### src/hw/rtl/spq_pkg.sv
// ---------------------------------------------------------------------------
// spq_pkg
// Shared operation codes and the control bundle that goes to the storage cells.
// ---------------------------------------------------------------------------
package spq_pkg;

  typedef enum logic {
    OP_PUSH = 1'b0,
    OP_POP  = 1'b1
  } op_t;

  typedef struct packed {
    logic push;
    logic pop;
  } cell_ctrl_t;

endpackage

### src/hw/rtl/spq_cell.sv
// ---------------------------------------------------------------------------
// spq_cell
// One slot of the sorted row. It compares its priority with the incoming one,
// then keeps its entry, takes the new entry, or takes its neighbor's entry.
// ---------------------------------------------------------------------------
module spq_cell #(
  parameter int PRIORITY_WIDTH = 16
) (
  input  logic                      clk,
  input  spq_pkg::cell_ctrl_t       ctrl,
  input  logic                      head_slot,
  input  logic                      slot_valid,
  input  logic [7:0]                new_data,
  input  logic [PRIORITY_WIDTH-1:0] new_prio,
  input  logic                      prev_le,
  input  logic [7:0]                prev_data,
  input  logic [PRIORITY_WIDTH-1:0] prev_prio,
  input  logic [7:0]                next_data,
  input  logic [PRIORITY_WIDTH-1:0] next_prio,
  output logic                      le,
  output logic [7:0]                data,
  output logic [PRIORITY_WIDTH-1:0] prio
);
  import spq_pkg::*;

  logic place_here;

  // insert point is at or before this slot; the head only yields to a strictly
  // lower priority
  assign place_here = head_slot ? (prio > new_prio) : (prio >= new_prio);
  assign le         = !slot_valid || place_here;

  always_ff @(posedge clk) begin
    if (ctrl.push) begin
      if (prev_le) begin
        data <= prev_data;
        prio <= prev_prio;
      end else if (le) begin
        data <= new_data;
        prio <= new_prio;
      end
    end else if (ctrl.pop) begin
      data <= next_data;
      prio <= next_prio;
    end
  end

endmodule

### src/hw/rtl/sorted_priority_queue.sv
// The result beat of an accepted input beat is offered in the next cycle. One
// push or pop is taken per cycle unless an offered result is stalled; every
// cell of the row updates in the same cycle, so the next beat is taken while
// the previous result is offered. Reset clears the entry count and the output
// valid; slot contents are not cleared and are never read before being written.
// ---------------------------------------------------------------------------
// sorted_priority_queue
// Bounded priority queue kept sorted in a row of cells; lowest value first.
// ---------------------------------------------------------------------------
module sorted_priority_queue #(
  parameter int QUEUE_DEPTH    = 16,
  parameter int PRIORITY_WIDTH = 16
) (
  input  logic                                 clk,
  input  logic                                 rst,
  input  logic                                 in_valid,
  output logic                                 in_stall,
  input  logic                                 operation,
  input  logic [7:0]                           item_data,
  input  logic [PRIORITY_WIDTH-1:0]            item_priority,
  output logic                                 out_valid,
  input  logic                                 out_stall,
  output logic [7:0]                           head_data,
  output logic [PRIORITY_WIDTH-1:0]            head_priority,
  output logic [$clog2(QUEUE_DEPTH+1)-1:0]     entry_count,
  output logic                                 queue_empty,
  output logic                                 op_error
);
  import spq_pkg::*;

  localparam int CntW = $clog2(QUEUE_DEPTH + 1);

  logic [CntW-1:0]           count;
  logic [CntW-1:0]           count_next;
  logic                      err;
  logic                      err_next;
  logic                      out_valid_next;
  logic                      in_acc;
  logic                      is_full;
  logic                      is_empty;
  cell_ctrl_t                ctrl;

  logic                      cell_le   [QUEUE_DEPTH];
  logic [7:0]                cell_data [QUEUE_DEPTH];
  logic [PRIORITY_WIDTH-1:0] cell_prio [QUEUE_DEPTH];

  assign in_stall = out_valid && out_stall;
  assign in_acc   = in_valid && !in_stall;
  assign is_full  = (count == CntW'(QUEUE_DEPTH));
  assign is_empty = (count == '0);

  always_comb begin
    ctrl.push      = in_acc && (operation == OP_PUSH) && !is_full;
    ctrl.pop       = in_acc && (operation == OP_POP) && !is_empty;
    count_next     = count;
    err_next       = err;
    out_valid_next = out_valid && out_stall;
    if (ctrl.push) begin
      count_next = count + CntW'(1);
    end else if (ctrl.pop) begin
      count_next = count - CntW'(1);
    end
    if (in_acc) begin
      out_valid_next = 1'b1;
      err_next       = (operation == OP_PUSH) ? is_full : is_empty;
    end
  end

  always_ff @(posedge clk) begin
    if (rst) begin
      count     <= '0;
      err       <= 1'b0;
      out_valid <= 1'b0;
    end else begin
      count     <= count_next;
      err       <= err_next;
      out_valid <= out_valid_next;
    end
  end

  for (genvar i = 0; i < QUEUE_DEPTH; i++) begin : g_cell
    logic                      prev_le;
    logic [7:0]                prev_data;
    logic [PRIORITY_WIDTH-1:0] prev_prio;
    logic [7:0]                next_data;
    logic [PRIORITY_WIDTH-1:0] next_prio;

    if (i == 0) begin : g_first
      assign prev_le   = 1'b0;
      assign prev_data = item_data;
      assign prev_prio = item_priority;
    end else begin : g_mid
      assign prev_le   = cell_le[i-1];
      assign prev_data = cell_data[i-1];
      assign prev_prio = cell_prio[i-1];
    end

    if (i == QUEUE_DEPTH - 1) begin : g_last
      assign next_data = cell_data[i];
      assign next_prio = cell_prio[i];
    end else begin : g_inner
      assign next_data = cell_data[i+1];
      assign next_prio = cell_prio[i+1];
    end

    spq_cell #(
      .PRIORITY_WIDTH(PRIORITY_WIDTH)
    ) u_cell (
      .clk       (clk),
      .ctrl      (ctrl),
      .head_slot (i == 0),
      .slot_valid(count > CntW'(i)),
      .new_data  (item_data),
      .new_prio  (item_priority),
      .prev_le   (prev_le),
      .prev_data (prev_data),
      .prev_prio (prev_prio),
      .next_data (next_data),
      .next_prio (next_prio),
      .le        (cell_le[i]),
      .data      (cell_data[i]),
      .prio      (cell_prio[i])
    );
  end

  assign head_data     = is_empty ? 8'd0 : cell_data[0];
  assign head_priority = is_empty ? '0 : cell_prio[0];
  assign entry_count   = count;
  assign queue_empty   = is_empty;
  assign op_error      = err;

`ifndef ASSERT_OFF
  a_count_bound: assert property (@(posedge clk) disable iff (rst)
    count <= CntW'(QUEUE_DEPTH))
    else $error("entry count above depth");

  a_pop_empty: assert property (@(posedge clk) disable iff (rst)
    in_acc && (operation == OP_POP) && is_empty |=> op_error && (count == '0))
    else $error("pop on empty not flagged or changed count");

  a_push_count: assert property (@(posedge clk) disable iff (rst)
    ctrl.push |=> (count == $past(count) + CntW'(1)) && !op_error)
    else $error("push did not grow the queue");

  a_head_order: assert property (@(posedge clk) disable iff (rst)
    count >= CntW'(2) |-> cell_prio[0] <= cell_prio[1])
    else $error("head out of order");
`endif

endmodule
### config.mk
export PLATFORM = sky130hd
export DESIGN_NAME = sorted_priority_queue
export DESIGN_NICKNAME = d
export VERILOG_FILES = /design/src/hw/rtl/spq_pkg.sv /design/src/hw/rtl/spq_cell.sv /design/src/hw/rtl/sorted_priority_queue.sv
export SDC_FILE = /design/constraint.sdc
export NUM_CORES = 1
export LEC_CHECK = 0
export ABC_AREA = 0
export BUFFER_PORTS_ARGS = -buffer_cell sky130_fd_sc_hd__buf_4
export CAP_MARGIN = 40
export CORE_MARGIN = 1.5
export CORE_UTILIZATION = 59
export CTS_BUF_LIST = sky130_fd_sc_hd__clkbuf_4 sky130_fd_sc_hd__clkbuf_8
export DETAILED_ROUTE_END_ITERATION = 12
export PLACE_DENSITY = 0.75
export SYNTH_ARGS = -nofsm -noshare
export SYNTH_HDL_FRONTEND = slang
export SYNTH_SLANG_ARGS = --single-unit
### constraint.sdc
create_clock -name clk -period 3.7 [get_ports clk]
set_input_delay 0.555 -clock clk [delete_from_list [all_inputs] [get_ports clk]]
set_output_delay 0.555 -clock clk [all_outputs]
set_load 0.1 [all_outputs]
==> impl_metrics.py <==
metrics = {
    "place": {
        "place_inst": 2942,
        "routabilityCongestion": 0.949,
        "place_hpwl_um": 48100,
        "dpl_cell_area_um2": 27100,
        "io_buffers": 61,
    },
    "critical_path": {
        "crit_path_start": "entry_count[0]",
        "crit_top_cell": "buf_12",
        "path_cells": "inv_1 -> ha_1 -> nor3b_4 -> a211oi_4 -> buf_12 -> buf_12 -> nand2_1 -> o211ai_1",
        "slowest_stage": "dfxtp_2",
        "crit-reg2reg-launch": "entry_count[0]",
        "worst_ep_required_time_ns": 4.13,
        "start_kind": "flop",
        "cp_max_fo": 97,
        "cpPeakStageDelay_ns": 0.43,
        "crit_type": "reg2reg",
        "end_kind": "flop",
        "reg2reg_slack_ns": 0.68,
        "cp.arrival_ns": 3.45,
    },
    "sta": {
        "fmax_ghz": 0.331,
        "hold_viol_final": 0,
        "final.min_clock_period_ns": 3.02,
        "finalMaxSlewViolations": 0,
        "min_period_over_period_pct": 81.6,
        "fin_hold_ws_ns": 0.147,
        "slew_headroom_pct": 39.1,
        "rsz0062_at_grt": "false",
        "worst_pin_slew_ns": 0.914,
        "setup_viol": 0,
        "skew_ns": 0.0323,
    },
    "yosys": {
        "synthTopCellsByArea": "edfxtp_1, ha_1, mux2i_1",
        "synth_top_area_cell": "edfxtp_1",
        "synth_top_area_share_pct": 45.3,
        "syn_inst": 2382,
        "ys_types": 69,
        "synth_top_flop_cell": "edfxtp_1",
        "syn_area_um2": 25500,
        "post-synth-top-count-cell": "edfxtp_1",
        "synth_edf_count": 384,
        "ys_ff_latch": 391,
        "avgSynthCellArea_um2": 10.7,
        "synth_fp_nets": 2672,
        "async_flop_share_pct": 0,
        "ys_seq_area_share_pct": 45.8,
        "yosys-top-cells-count": "edfxtp_1, mux2i_1, nand2_1, ha_1, a21oi_1",
        "yosys_warnings": 0,
    },
    "die": {
        "die_width_um": 211,
        "dieArea_um2": 44400,
        "pin_count": 62,
        "rows": 75,
        "core_area_um2": 42200,
        "start_util_pct": 60.3,
        "die_h_um": 211,
    },
    "run": {
        "max-cap-violations": 0,
    },
    "layout": {
        "synthToLayoutAreaGrowth_pct": 11.4,
        "final_area_um2": 28400,
        "drive_gt1_share_pct": 14.7,
        "fin_cells": 3062,
        "fin_nets": 2764,
    },
    "grt": {
        "grt_max_degree": 174,
        "grt_antenna_before_repair": 2,
        "grt_use_total_pct": 29.5,
        "grt_overflow": 0,
        "grt_pass1_wl_um": 102000,
        "grt_pass1_vias": 18467,
    },
    "clocking": {
        "clock_latency_ns": 0.64,
        "h-tree-depth": 3,
        "cts-root-buf": "clkbuf_8",
        "postCtsHoldBufs": 0,
        "clk_pin_slew_ns": 0.06,
        "cts_tree": "yes",
        "cts_setup_buffers": 0,
        "cts_buffer_depth": 3,
        "post_cts_resized": 0,
        "cts_buffers": 69,
        "clock_sinks": 391,
    },
    "power": {
        "power_density_nw_per_um2": 473,
        "p_leak_nw": 12.4,
        "finalPower_w": 0.0134,
        "ir_drop_mv": 0.261,
    },
    "route": {
        "drt_iter0_drc": 1908,
        "wl_per_cell_um": 21.3,
        "routed_wirelength_um": 65200,
        "dr.pass1.iters": 5,
        "drtAntennaViolNets": 0,
        "drc": 0,
        "via_per_inst": 6.29,
        "via_count": 19265,
        "wl_met3_um": 4840,
        "dr_wl_met2_um": 30000,
        "top_layer": "met4",
        "wl_met1_um": 28800,
    },
    "hold_path": {
        "hold_path_startpoint": "rst",
        "hold_path_class": "in2reg",
    },
    "outcome": {
        "status": "finished, final reports clean",
    },
}
==> worst max-delay path, delay by kind of cell (launching register included) <==
family | cells | cell delay, ns
simple gates | 2 | 0.57
flops | 1 | 0.43
compound gates | 2 | 0.66
fa+ha+maj | 1 | 0.24
buf+inv | 3 | 0.87
==> path summary, 6_finish.rpt <==
kind	end	cells past startpoint
worst max-delay path	g_cell[14].u_cell.data[0]	8
worst min-delay path	entry_count[1]	2
worst max register to register	g_cell[14].u_cell.data[0]	8
worst min register to register	op_error	2
==> cells in the final DEF (no fill, tap or decap), types with 4 or more instances in the layout <==
cell type    n
o21ai_0    156
a211oi_1    19
clkbuf_8    73
a21o_1      16
clkinv_1    21
nand4_1     20
o21ai_1     22
a221oi_1     5
buf_4      143
nand2_1    284
inv_1       40
a31oi_1     21
nor2b_1     25
ha_1       261
o31ai_4      4
mux2_2      57
a21oi_1    197
nand2b_1     7
nor3b_1      9
a211o_1      7
nor2_1     190
nor2_2       8
edfxtp_1   384
nand3_1     59
o211ai_1    46
buf_12      28
clkbuf_4    17
o21a_1       8
and4_1       6
nor3_1      20
dfxtp_2      4
mux2i_1    287
o221ai_1     5
==> cells by family after synthesis <==
kind of cell	Yosys count	share of synthesized area [%]
muxes	344	13.8
buffers and inverters	193	3.92
adders and majority gates	261	12.8
xor gates and xnor gates	4	0.138
and+or+nand+nor	646	10.9
DFF	391	45.8
AOI/OAI and AO/OA	543	12.6
==> stage by stage <==
stage	TNS [ns]	utilization, %	setup WS (ns)
floorplan	-1.85	-	-0.320
global placement	0	64.1	0.188
detailed placement	0	64.2	0.120
CTS	0	67.2	0.709
global route	0	67.2	0.565
finish	0	67.2	0.679
==> sequential cells by signal (all words and copies together), names as in the netlist <==
name	cells
out_valid	1
entry_count	5
g_cell.u_cell.data	128
op_error	1
g_cell.u_cell.prio	256
==> metal layers <==
metal | global-route usage [%] | up-vias
met4 | 9.80 | 0
li1 | - | 9115
met5 | 0 | -
met1 | 41.8 | 9278
met3 | 4.37 | 107
met2 | 46.6 | 765
==> layout make-up <==
cell class / count / area [µm²]
fill: 3233 / 13900
multi-input combinational: 1798 / 12900
sequential: 391 / 11700
timing repair buffer: 174 / 1670
clock buffer: 90 / 1130
tap: 539 / 674
inverter: 40 / 150
clock inverter: 28 / 126
antenna: 2 / 5.00
==> where the power goes <==
| group | switching [W] | internal, W |
|---|---|---|
| logic | 0.00230 | 0.00128 |
| registers | 0.000412 | 0.00560 |
| clock network | 0.00184 | 0.00199 |
| total | 0.00456 | 0.00887 |
No activity file was read; power rests on OpenSTA's default activity.
